File: src/dls_pkg.sv
// Shared widths, codes and a helper function for the DDA line pixel stepper.
// Used by the top level and by its checker; depends on nothing else.
`timescale 1ns / 1ps
`default_nettype none

package dls_pkg;

  localparam int COORD_BITS = 10;
  localparam int FRAC_BITS  = 16;
  localparam int ACC_BITS   = COORD_BITS + FRAC_BITS + 1;
  localparam int QUO_BITS   = FRAC_BITS + 1;
  localparam int INC_BITS   = QUO_BITS + 1;
  localparam int PIX_BITS   = COORD_BITS + 1;
  localparam int OUT_BITS   = 12;
  localparam int STYLE_BITS = 2;
  localparam int CNT_BITS   = $clog2(QUO_BITS);
  localparam int EXT_BITS   = (PIX_BITS + 1 > OUT_BITS) ? PIX_BITS + 1 : OUT_BITS;

  // Residue-by-five helper: the offset is a multiple of five that lifts any
  // pixel coordinate to a non-negative value.
  localparam int MOD_BITS = COORD_BITS + 2;
  localparam int MOD_OFS  = ((2 ** COORD_BITS) / 5 + 1) * 5;
  localparam int MOD_NIBS = (MOD_BITS + 3) / 4;

  typedef enum logic [STYLE_BITS-1:0] {
    STYLE_SOLID  = 2'd0,
    STYLE_DOTTED = 2'd1,
    STYLE_DASHED = 2'd2,
    STYLE_THICK  = 2'd3
  } style_t;

  typedef enum logic {
    OP_LOAD = 1'b0,
    OP_STEP = 1'b1
  } op_t;

  typedef enum logic [1:0] {
    ST_IDLE,
    ST_DIV,
    ST_EMIT
  } state_t;

  // Since 16 is 1 modulo 5, the sum of the hex digits keeps the residue.
  function automatic logic is_mult5(input logic signed [PIX_BITS-1:0] v);
    logic [MOD_BITS-1:0]   u;
    logic [MOD_BITS+3:0]   padded;
    logic [7:0]            s;
    u      = MOD_BITS'(v) + MOD_BITS'(MOD_OFS);
    padded = {4'b0000, u};
    s      = 8'd0;
    for (int i = 0; i < MOD_NIBS; i++) begin
      s = s + 8'(padded[4*i +: 4]);
    end
    for (int j = 0; j < 3; j++) begin
      s = 8'(s[7:4]) + 8'(s[3:0]);
    end
    return (s == 8'd0) || (s == 8'd5) || (s == 8'd10) || (s == 8'd15);
  endfunction

endpackage

`default_nettype wire

File: src/dda_line_pixel_stepper.sv
// Top level of the DDA line pixel stepper: endpoint load, shared divider,
// accumulator step and pixel emission. Depends on dls_pkg.
`timescale 1ns / 1ps
`default_nettype none

// A load item (op 0) latches the endpoints, sets the accumulators to the start
// point and derives the per-step increments with one shared compare-subtract
// unit that produces one quotient bit per cycle, first for x and then for y;
// when both endpoints are equal it skips the division and zeroes them. A step
// item (op 1) updates the accumulators and then emits its pixel, or in thick
// style a cross of four pixels, each waiting while the output is stalled; in
// dotted and dashed style a skipped pixel is not emitted. A step with no active
// line gives nothing. The input stalls while an item is in work; the output
// register lets a finished pixel wait while the next item is taken. The start
// point is never plotted.
module dda_line_pixel_stepper (
  input  wire                                  clk,
  input  wire                                  rst_n,
  input  wire                                  in_valid,
  output logic                                 in_stall,
  input  wire                                  in_op,
  input  wire  [dls_pkg::COORD_BITS-1:0]       in_start_x,
  input  wire  [dls_pkg::COORD_BITS-1:0]       in_start_y,
  input  wire  [dls_pkg::COORD_BITS-1:0]       in_end_x,
  input  wire  [dls_pkg::COORD_BITS-1:0]       in_end_y,
  output logic                                 out_valid,
  input  wire                                  out_stall,
  output logic signed [dls_pkg::OUT_BITS-1:0]  out_pixel_x,
  output logic signed [dls_pkg::OUT_BITS-1:0]  out_pixel_y,
  output logic                                 out_last_of_step,
  output logic                                 out_line_done,
  input  wire                                  cfg_valid,
  output logic                                 cfg_ready,
  input  wire  [dls_pkg::STYLE_BITS-1:0]       cfg_line_style
);

  localparam int CB = dls_pkg::COORD_BITS;
  localparam int AB = dls_pkg::ACC_BITS;
  localparam int IB = dls_pkg::INC_BITS;
  localparam int QB = dls_pkg::QUO_BITS;
  localparam int PB = dls_pkg::PIX_BITS;
  localparam int OB = dls_pkg::OUT_BITS;
  localparam int EB = dls_pkg::EXT_BITS;
  localparam int NB = dls_pkg::CNT_BITS;

  dls_pkg::state_t         state_r, state_nxt;
  dls_pkg::style_t         style_r, style_nxt;
  logic signed [AB-1:0]    acc_x_r, acc_x_nxt, acc_y_r, acc_y_nxt;
  logic signed [IB-1:0]    inc_x_r, inc_x_nxt, inc_y_r, inc_y_nxt;
  logic [CB-1:0]           steps_left_r, steps_left_nxt;
  logic [CB-1:0]           mag_x_r, mag_x_nxt, mag_y_r, mag_y_nxt;
  logic                    neg_x_r, neg_x_nxt, neg_y_r, neg_y_nxt;
  logic                    div_y_r, div_y_nxt;
  logic [CB-1:0]           rem_r, rem_nxt;
  logic [QB-1:0]           quo_r, quo_nxt;
  logic [NB-1:0]           cnt_r, cnt_nxt;
  logic signed [PB-1:0]    pix_x_r, pix_x_nxt, pix_y_r, pix_y_nxt;
  logic                    done_r, done_nxt;
  logic [1:0]              emit_k_r, emit_k_nxt;
  logic                    out_valid_r, out_valid_nxt;
  logic signed [OB-1:0]    out_x_r, out_x_nxt, out_y_r, out_y_nxt;
  logic                    out_last_r, out_last_nxt;
  logic                    out_done_r, out_done_nxt;

  logic                    in_accept;
  logic [CB-1:0]           ax, ay, steps;
  logic [CB-1:0]           mag_sel;
  logic [CB:0]             cand, diff;
  logic                    ge;
  logic [QB-1:0]           q_new;
  logic signed [IB-1:0]    inc_val;
  logic signed [AB-1:0]    acc_x_sum, acc_y_sum;
  logic                    visible, is_last, out_free;
  logic signed [EB-1:0]    x_ext, y_ext, px, py;

  assign in_stall  = (state_r != dls_pkg::ST_IDLE);
  assign in_accept = in_valid && !in_stall;
  assign cfg_ready = 1'b1;

  assign out_valid        = out_valid_r;
  assign out_pixel_x      = out_x_r;
  assign out_pixel_y      = out_y_r;
  assign out_last_of_step = out_last_r;
  assign out_line_done    = out_done_r;

  // Endpoint magnitudes and the major-axis step count.
  assign ax    = (in_end_x >= in_start_x) ? in_end_x - in_start_x : in_start_x - in_end_x;
  assign ay    = (in_end_y >= in_start_y) ? in_end_y - in_start_y : in_start_y - in_end_y;
  assign steps = (ax > ay) ? ax : ay;

  // Shared compare-subtract unit. The first pass yields the integer bit of
  // |d| / steps, each later pass one fraction bit.
  assign mag_sel = div_y_r ? mag_y_r : mag_x_r;
  assign cand    = (cnt_r == NB'(dls_pkg::FRAC_BITS)) ? {1'b0, mag_sel} : {rem_r, 1'b0};
  assign diff    = cand - {1'b0, steps_left_r};
  assign ge      = (cand >= {1'b0, steps_left_r});
  assign q_new   = {quo_r[QB-2:0], ge};
  assign inc_val = (div_y_r ? neg_y_r : neg_x_r) ? -$signed({1'b0, q_new})
                                                 : $signed({1'b0, q_new});

  assign acc_x_sum = acc_x_r + AB'(inc_x_r);
  assign acc_y_sum = acc_y_r + AB'(inc_y_r);

  assign out_free = !out_valid_r || !out_stall;
  assign x_ext    = EB'(pix_x_r);
  assign y_ext    = EB'(pix_y_r);

  always_comb begin
    case (style_r)
      dls_pkg::STYLE_SOLID:  visible = 1'b1;
      dls_pkg::STYLE_DOTTED: visible = pix_x_r[0];
      dls_pkg::STYLE_DASHED: visible = !dls_pkg::is_mult5(pix_x_r);
      dls_pkg::STYLE_THICK:  visible = 1'b1;
      default:               visible = 1'b1;
    endcase
    is_last = (style_r != dls_pkg::STYLE_THICK) || (emit_k_r == 2'd3);
    px = x_ext;
    py = y_ext;
    if (style_r == dls_pkg::STYLE_THICK) begin
      case (emit_k_r)
        2'd0:    begin px = x_ext;            py = y_ext;            end
        2'd1:    begin px = x_ext + EB'(1);   py = y_ext;            end
        2'd2:    begin px = x_ext;            py = y_ext + EB'(1);   end
        default: begin px = x_ext - EB'(1);   py = y_ext;            end
      endcase
    end
  end

  always_comb begin
    state_nxt      = state_r;
    style_nxt      = style_r;
    acc_x_nxt      = acc_x_r;
    acc_y_nxt      = acc_y_r;
    inc_x_nxt      = inc_x_r;
    inc_y_nxt      = inc_y_r;
    steps_left_nxt = steps_left_r;
    mag_x_nxt      = mag_x_r;
    mag_y_nxt      = mag_y_r;
    neg_x_nxt      = neg_x_r;
    neg_y_nxt      = neg_y_r;
    div_y_nxt      = div_y_r;
    rem_nxt        = rem_r;
    quo_nxt        = quo_r;
    cnt_nxt        = cnt_r;
    pix_x_nxt      = pix_x_r;
    pix_y_nxt      = pix_y_r;
    done_nxt       = done_r;
    emit_k_nxt     = emit_k_r;
    out_valid_nxt  = out_valid_r && out_stall;
    out_x_nxt      = out_x_r;
    out_y_nxt      = out_y_r;
    out_last_nxt   = out_last_r;
    out_done_nxt   = out_done_r;

    if (cfg_valid && cfg_ready) begin
      style_nxt = dls_pkg::style_t'(cfg_line_style);
    end

    case (state_r)
      dls_pkg::ST_IDLE: begin
        if (in_accept) begin
          if (in_op == dls_pkg::OP_LOAD) begin
            acc_x_nxt      = $signed({1'b0, in_start_x, {dls_pkg::FRAC_BITS{1'b0}}});
            acc_y_nxt      = $signed({1'b0, in_start_y, {dls_pkg::FRAC_BITS{1'b0}}});
            steps_left_nxt = steps;
            mag_x_nxt      = ax;
            mag_y_nxt      = ay;
            neg_x_nxt      = (in_end_x < in_start_x);
            neg_y_nxt      = (in_end_y < in_start_y);
            div_y_nxt      = 1'b0;
            cnt_nxt        = NB'(dls_pkg::FRAC_BITS);
            if (steps == '0) begin
              inc_x_nxt = '0;
              inc_y_nxt = '0;
            end else begin
              state_nxt = dls_pkg::ST_DIV;
            end
          end else if (steps_left_r != '0) begin
            acc_x_nxt      = acc_x_sum;
            acc_y_nxt      = acc_y_sum;
            steps_left_nxt = steps_left_r - CB'(1);
            done_nxt       = (steps_left_r == CB'(1));
            pix_x_nxt      = PB'(acc_x_sum >>> dls_pkg::FRAC_BITS);
            pix_y_nxt      = PB'(acc_y_sum >>> dls_pkg::FRAC_BITS);
            emit_k_nxt     = 2'd0;
            state_nxt      = dls_pkg::ST_EMIT;
          end
        end
      end
      dls_pkg::ST_DIV: begin
        rem_nxt = ge ? diff[CB-1:0] : cand[CB-1:0];
        quo_nxt = q_new;
        if (cnt_r == '0) begin
          if (div_y_r) begin
            inc_y_nxt = inc_val;
            state_nxt = dls_pkg::ST_IDLE;
          end else begin
            inc_x_nxt = inc_val;
            div_y_nxt = 1'b1;
            cnt_nxt   = NB'(dls_pkg::FRAC_BITS);
          end
        end else begin
          cnt_nxt = cnt_r - NB'(1);
        end
      end
      dls_pkg::ST_EMIT: begin
        if (!visible) begin
          state_nxt = dls_pkg::ST_IDLE;
        end else if (out_free) begin
          out_valid_nxt = 1'b1;
          out_x_nxt     = px[OB-1:0];
          out_y_nxt     = py[OB-1:0];
          out_last_nxt  = is_last;
          out_done_nxt  = done_r;
          if (is_last) begin
            state_nxt = dls_pkg::ST_IDLE;
          end else begin
            emit_k_nxt = emit_k_r + 2'd1;
          end
        end
      end
      default: begin
        state_nxt = dls_pkg::ST_IDLE;
      end
    endcase
  end

  always_ff @(posedge clk) begin
    if (!rst_n) begin
      state_r      <= dls_pkg::ST_IDLE;
      style_r      <= dls_pkg::STYLE_SOLID;
      steps_left_r <= '0;
      out_valid_r  <= 1'b0;
    end else begin
      state_r      <= state_nxt;
      style_r      <= style_nxt;
      steps_left_r <= steps_left_nxt;
      out_valid_r  <= out_valid_nxt;
    end
  end

  always_ff @(posedge clk) begin
    acc_x_r    <= acc_x_nxt;
    acc_y_r    <= acc_y_nxt;
    inc_x_r    <= inc_x_nxt;
    inc_y_r    <= inc_y_nxt;
    mag_x_r    <= mag_x_nxt;
    mag_y_r    <= mag_y_nxt;
    neg_x_r    <= neg_x_nxt;
    neg_y_r    <= neg_y_nxt;
    div_y_r    <= div_y_nxt;
    rem_r      <= rem_nxt;
    quo_r      <= quo_nxt;
    cnt_r      <= cnt_nxt;
    pix_x_r    <= pix_x_nxt;
    pix_y_r    <= pix_y_nxt;
    done_r     <= done_nxt;
    emit_k_r   <= emit_k_nxt;
    out_x_r    <= out_x_nxt;
    out_y_r    <= out_y_nxt;
    out_last_r <= out_last_nxt;
    out_done_r <= out_done_nxt;
  end

endmodule

`default_nettype wire

File: config.mk
export PLATFORM = sky130hd
export DESIGN_NAME = dda_line_pixel_stepper
export DESIGN_NICKNAME = d
export VERILOG_FILES = /design/src/dls_pkg.sv /design/src/dda_line_pixel_stepper.sv
export SDC_FILE = /design/constraint.sdc
export NUM_CORES = 1
export LEC_CHECK = 0
export BUFFER_PORTS_ARGS = -buffer_cell sky130_fd_sc_hd__buf_2
export CELL_PAD_IN_SITES_DETAIL_PLACEMENT = 0
export CELL_PAD_IN_SITES_GLOBAL_PLACEMENT = 2
export CORE_ASPECT_RATIO = 1.4
export CORE_MARGIN = 10
export CORE_UTILIZATION = 28
export CTS_CLUSTER_SIZE = 40
export DETAILED_ROUTE_END_ITERATION = 10
export PLACE_DENSITY = 0.58
export SKIP_CTS_REPAIR_TIMING = 1
export SYNTH_ARGS = -nofsm -noshare
export SYNTH_HDL_FRONTEND = slang
export SYNTH_SLANG_ARGS = --single-unit
File: constraint.sdc
create_clock -name clk -period 13.2 [get_ports clk]
set_clock_uncertainty 0.15 [all_clocks]
set_input_delay 1.32 -clock clk [delete_from_list [all_inputs] [get_ports clk]]
set_output_delay 1.32 -clock clk [all_outputs]
set_load 0.05 [all_outputs]
Yosys cells after proc, flatten, opt, wreduce, memory -nomap -nowiden

Cells that the tools add are included.

Bitwise gates (word level): 1
Add/subtract/negate cells: 20
Muxes and demuxes: 57
Equal/unequal tests: 31
Order comparisons: 6
Reduce and logical (&&, ||, !) cells: 33

Operators with widths:

| operator                                           | count |
|---|---|
| two-way mux 18 bit                                 | 8 |
| case mux 18 bit (2 select lines)                   | 2 |
| two-way mux 10 bit                                 | 7 |
| adder 27 x 18 -> 27 bit                            | 2 |
| two-way mux 27 bit                                 | 2 |
| two-way mux 26 bit                                 | 2 |
| subtractor 10 bit                                  | 5 |
| two-way mux 12 bit                                 | 3 |
| two-way mux 2 bit                                  | 15 |
| adder 11 x 2 -> 12 bit, second input constant      | 2 |
| inequality test 2 bit, second input constant       | 12 |
| case mux 12 bit (2 select lines)                   | 1 |
| >= comparator 10 bit                               | 2 |
| less-than comparator 10 bit                        | 2 |
| two-way mux 5 bit                                  | 4 |
| negator 17 -> 18 bit                               | 1 |
| inequality test 3 bit, second input constant       | 5 |
| AND reduction 7 bit                                | 2 |
| adder 11 x 12 -> 12 bit, second input constant     | 1 |
| AND reduction 4 bit                                | 3 |
| AND reduction 6 bit                                | 2 |
| subtractor 11 x 2 -> 12 bit, second input constant | 1 |
| >= comparator 11 x 10 -> 1 bit                     | 1 |
| two-way mux 11 bit                                 | 1 |
| 33 further kinds                                   | 62 |

Logic and storage cells: 174
Output and inout bits: 29
Input bits: 48
Flip-flop bits (word level): 210

Depth between registers and ports, before layout

Depth in word-level cells: 14
Gate-level depth with buffers: 28
Gate-level depth less buffers: 28

Worst setup path after synthesis

Ideal clock, no wire load.

Path kind: input to register
Start: input in_start_x[5] in the netlist's numbering
End: register inc_x_r[0] (enable)
Data arrival time: 6.183 ns
Path slack: 6.456 ns
Setup time: 0.412 ns
Stages on the path: 18
Data required time: 12.638 ns
Buffers on the path: 2
Path through: inv_1 ha_1 buf_6 a21o_1 a211oi_4 a211oi_2 nor2_2 mux2i_1 xor2_1 ha_1 a21o_1 a21o_1 a221oi_1 a21o_1 clkbuf_1 mux2i_4 a21oi_1 a2111oi_2

Word-level cells in the longest chain between the ends: 7
Elaborated cells between the ends (all ways): 9
Classes of those cells: add/sub: 2; order compare: 2; eq/ne: 1; mux: 2; reduce/logical: 2

RTL lines:

| element                                                          | RTL line                      | text |
|---|---|---|
| start, declared                                                  | dda_line_pixel_stepper.sv:22  | `input wire [dls_pkg::COORD_BITS-1:0] in_start_x,` |
| subtractor 10 bit / >= comparator 10 bit (equally long branches) | dda_line_pixel_stepper.sv:87  | `assign ax = (in_end_x >= in_start_x) ? in_end_x - in_start_x : in_start_x - in_end_x;` |
| two-way mux 10 bit *                                             | dda_line_pixel_stepper.sv:87  |  |
| net ax[7]                                                        | dda_line_pixel_stepper.sv:66  | `logic [CB-1:0] ax, ay, steps;` |
| greater-than comparator 10 bit                                   | dda_line_pixel_stepper.sv:89  | `assign steps = (ax > ay) ? ax : ay;` |
| two-way mux 10 bit *                                             | dda_line_pixel_stepper.sv:89  |  |
| logical NOT 10 bit *                                             | dda_line_pixel_stepper.sv:172 | `if (steps == '0) begin` |
| inequality test 2 bit (no source line) *                         | --                            |  |
| AND reduction 6 bit (no source line) *                           | --                            |  |
| end signal, assigned                                             | dda_line_pixel_stepper.sv:245 | `inc_x_r <= inc_x_nxt;` |
| end, declared                                                    | dda_line_pixel_stepper.sv:49  | `logic signed [IB-1:0] inc_x_r, inc_x_nxt, inc_y_r, inc_y_nxt;` |

The timed path passes the listed nets; every way through them passes the cells marked *.
A chain may end at the register's enable or synchronous reset.

Worst setup path in the final report

Start: register pix_x_r[0]
End: register out_y_r[3], in the netlist out_pixel_y[3] (enable)

Word-level cells in the longest chain between the ends: 13
Elaborated cells between the ends (all ways): 16
Classes of those cells: add/sub: 6; eq/ne: 3; mux: 1; reduce/logical: 6

RTL lines:

| element                                                            | RTL line                      | text |
|---|---|---|
| start, declared                                                    | dda_line_pixel_stepper.sv:57  | `logic signed [PB-1:0] pix_x_r, pix_x_nxt, pix_y_r, pix_y_nxt;` |
| start signal, assigned                                             | dda_line_pixel_stepper.sv:255 | `pix_x_r <= pix_x_nxt;` |
| adder 11 x 12 -> 12 bit                                            | dls_pkg.sv:48                 | `u = MOD_BITS'(v) + MOD_BITS'(MOD_OFS);` |
| adder 4 x 4 -> 5 bit                                               | dls_pkg.sv:52                 | `s = s + 8'(padded[4*i +: 4]);` |
| adder 5 x 4 -> 6 bit                                               | dls_pkg.sv:52                 |  |
| adder 2 x 4 -> 5 bit                                               | dls_pkg.sv:55                 | `s = 8'(s[7:4]) + 8'(s[3:0]);` |
| adder 1 x 4 -> 5 bit (2 in series)                                 | dls_pkg.sv:55                 |  |
| == test 5 x 3 -> 1 bit / logical NOT 8 bit (equally long branches) | dls_pkg.sv:57                 | `return (s == 8'd0) \|\| (s == 8'd5) \|\| (s == 8'd10) \|\| (s == 8'd15);` |
| logical OR 1 bit (3 in series)                                     | dls_pkg.sv:57                 |  |
| logical NOT 1 bit                                                  | dda_line_pixel_stepper.sv:112 | `dls_pkg::STYLE_DASHED: visible = !dls_pkg::is_mult5(pix_x_r);` |
| case mux 1 bit (3 select lines) *                                  | dda_line_pixel_stepper.sv:109 | `case (style_r)` |
| AND reduction 3 bit (no source line) *                             | --                            |  |
| end signal, assigned                                               | dda_line_pixel_stepper.sv:260 | `out_y_r <= out_y_nxt;` |
| end, declared                                                      | dda_line_pixel_stepper.sv:61  | `logic signed [OB-1:0] out_x_r, out_x_nxt, out_y_r, out_y_nxt;` |

Mark *: on every way between the ends. The rest lies on a longest branch, timed or not.

==> flow_summary.yaml <==
outcome:
  status: "finished, final reports clean"
floorplanning:
  start_util: 0.283
  die-width_um: 214
  rows: 99
  die_area_um2: 62200
  core_um2: 52000
  die_h_um: 291
  io_pins: 77
route:
  via_per_inst: 4.88
  drt-initial-drc-count: 600
  wl_per_cell_um: 19.0
  wl_mm: 42.1
  drc_errors: 0
  vias: 10800
  antenna_left: 0
  drtPass1Iterations: 5
grt:
  grt_pass1_wl_mm: 65.5
  grt_max_degree: 65
  grt_pass1_vias: 11300
  antenna_found_initial: 2
  grt.overflow.total: 0
  grt.total_usage: 0.135
min_path:
  min_path_cells: 0
  hold_end: "out_line_done"
  hp-start: "done_r"
  hold_path.class: "flop to flop"
logic_synthesis:
  synth_area_leaders: "edfxtp_1, ha_1, xnor2_1, a21oi_1, inv_1"
  syn_area_um2: 14700
  ys_seq_area_frac: 0.419
  synthArstFlopShare: 0
  synth-edff-count: 195
  ys_seq_elements: 210
  synth_fp_nets: 1670
  synthCells: 1466
  ys_warn_count: 0
  synth_top_area_frac: 0.398
  yosysTopAreaCell: "edfxtp_1"
  synth_cell_type_count: 81
  synth_top_flop_cell: "edfxtp_1"
  avgSynthCellArea_um2: 10.0
power_and_ir_drop:
  ir_worst_vdd_mv: 0.0830
  powerDensity_nw_per_um2: 159
  p_leak_nw: 6.76
setup_path:
  reg2reg_from: "pix_x_r[0]"
  crit_buf_inv: 3
  rr_endpoint: "out_pixel_y[3]"
  cp-start-kind: "flop"
  arrival_ns: 7.03
  end_kind: "flop"
  cp-startpoint: "pix_x_r[0]"
  cp_max_fo: 26
  crit_top_cell: "ha_1"
  crit_family: "adder cells"
  critPathRequiredTime_ns: 13.22
  rr_worst_depth: 26
  max_stage_delay_ns: 0.78
  slowest_stage: "inv_1"
  critical_path_class: "flop to flop"
  reg2reg_slack_ns: 6.18
clocking:
  htreeDepth: 1
  tritoncts: "built"
  numCtsBuffers: 27
  insertion_delay_ns: 0.55
  clk_pin_slew_ns: 0.06
  clk_path_buf_depth: 3
  cts_root_buf: "clkbuf_16"
  cts_sinks: 210
timing:
  tns_ns: 0
  setup_violations: 0
  whs_ns: 0.307
  max_slew_margin: 0.184
  finalCriticalPeriod_ns: 7.02
  worst_pin_slew_ns: 1.22
  fin_crit_sh: 0.532
  hold_viol: 0
  fmax_mhz: 142
  rsz0062_at_grt: "false"
  slew_violations: 0
cells_and_area:
  layout-drive-gt1-share: 0.110
  fill_cells: 5371
  area_growth_syn_to_layout_pct: 13.6
  antenna_cells: 0
  final_nets: 1746
placed_design:
  port_buffers: 75
  gp_congestion: 0.804
  hpwlAfterDp_mm: 32.5
run:
  drv_cap: 0
-- final cells by class --
type / instances / area (um^2) / area share
multi-input cells: 1091 / 7920 / 0.474
flip-flops and latches: 210 / 6160 / 0.368
well taps: 656 / 821 / 0.0491
clock buffers: 28 / 679 / 0.0407
inverters: 129 / 484 / 0.0290
repair buffers: 83 / 435 / 0.0261
clock inverters: 19 / 215 / 0.0129
-- cell usage in the layout (no fill, tap or decap), drive strengths merged, types with 34 or more instances in the layout --
master / instances
xnor2: 67
nor2: 127
ha: 142
inv: 128
o21ai: 87
edfxtp: 195
a21o: 48
a21oi: 113
nand2: 87
xor2: 34
buf: 83
-- worst max path at each step --
stage                           to  slack [ns]  cells past startpoint
finish              out_pixel_y[3]        6.18                     26
global route        out_pixel_y[6]        5.56                     26
CTS                 out_pixel_y[2]        6.05                     26
global placement        inc_y_r[0]        5.82                     19
floorplan               inc_x_r[0]        6.46                     18
detailed placement      inc_y_r[1]        5.64                     19
-- where the power goes --
group	switching, mW	internal, mW	leakage (nW)	total (mW)
logic	0.601	0.399	4.40	1.00
clock network	0.305	0.451	0.424	0.756
registers	0.0478	0.850	1.94	0.897
total	0.953	1.70	6.76	2.65
-- Yosys cell counts (10+ instances only) --
cell type,n
a211oi_1,16
o211ai_1,10
and2_1,12
nand2b_1,24
xor2_1,34
o31ai_1,10
nand2_1,86
and3_1,21
or3_1,10
o21bai_1,10
nor2b_1,18
o21ai_0,83
nor3_1,30
mux2i_1,25
o21a_1,19
a21oi_1,113
ha_1,142
clkbuf_1,22
inv_1,128
a31oi_1,18
a21o_1,48
dfxtp_1,15
edfxtp_1,195
nand3_1,26
fa_1,14
xnor2_1,66
nor2_1,126
nand4_1,14
mux2_2,18
-- kinds of logic after synthesis --
logic type      share of synthesized area
simple gates                        0.134
compound gates                      0.168
flops                               0.419
buf+inv                            0.0447
fa+ha+maj                           0.140
xor+xnor                           0.0607
mux                                0.0346
other cells                      0.000255
-- worst reg2reg max path, cell delays in order, from the launching register on --
cell      delay (ns)
edfxtp_1        0.59
ha_1            0.32
nand4_1         0.14
nor2_1          0.15
xor2_1          0.23
fa_1            0.50
inv_1           0.08
ha_1            0.22
a21o_1          0.18
a21oi_1         0.17
xor2_1          0.17
ha_1            0.18
inv_1           0.05
fa_1            0.40
nor3_1          0.21
ha_1            0.20
ha_1            0.17
and3b_1         0.16
ha_1            0.17
ha_1            0.26
xor2_1          0.18
xnor2_1         0.19
xnor2_1         0.14
o21ai_0         0.11
a211oi_1        0.36
nand2_1         0.13
inv_1           0.78
-- state kept, by name (all words and copies together), names as in the netlist, 2 cells and up --
register      cells
mag_y_r          10
pix_y_r          11
mag_x_r          10
inc_y_r          18
cnt_r             5
steps_left_r     10
acc_y_r          27
quo_r            16
pix_x_r          11
emit_k_r          2
inc_x_r          18
out_pixel_y      12
style_r           2
state_r           2
out_pixel_x      12
rem_r            10
acc_x_r          27
-- stage by stage --
step / total power, mW / setup WS [ns] / utilization / std cells / area (um^2)
6_report: 2.65 / 6.18 / 0.321 / 2216 / 16700
5_1_grt: 2.86 / 5.56 / 0.321 / 2216 / 16700
4_1_cts: 2.71 / 6.05 / 0.321 / 2216 / 16700
3_5_place_dp: 1.93 / 5.64 / 0.304 / 2169 / 15800
3_3_place_gp: 1.93 / 5.82 / 0.304 / 2169 / 15800
2_1_floorplan: 1.65 / 6.46 / - / 1466 / 14700
-- layer usage --
| layer | track usage | wire length, um |
|---|---|---|
| met1 | 0.161 | 18200 |
| met2 | 0.244 | 21600 |
| met3 | 0.0159 | 1250 |
| met4 | 0.0404 | 1040 |
| met5 | 0 | 13 |
Note: power is estimated with default switching activity, not from simulation.
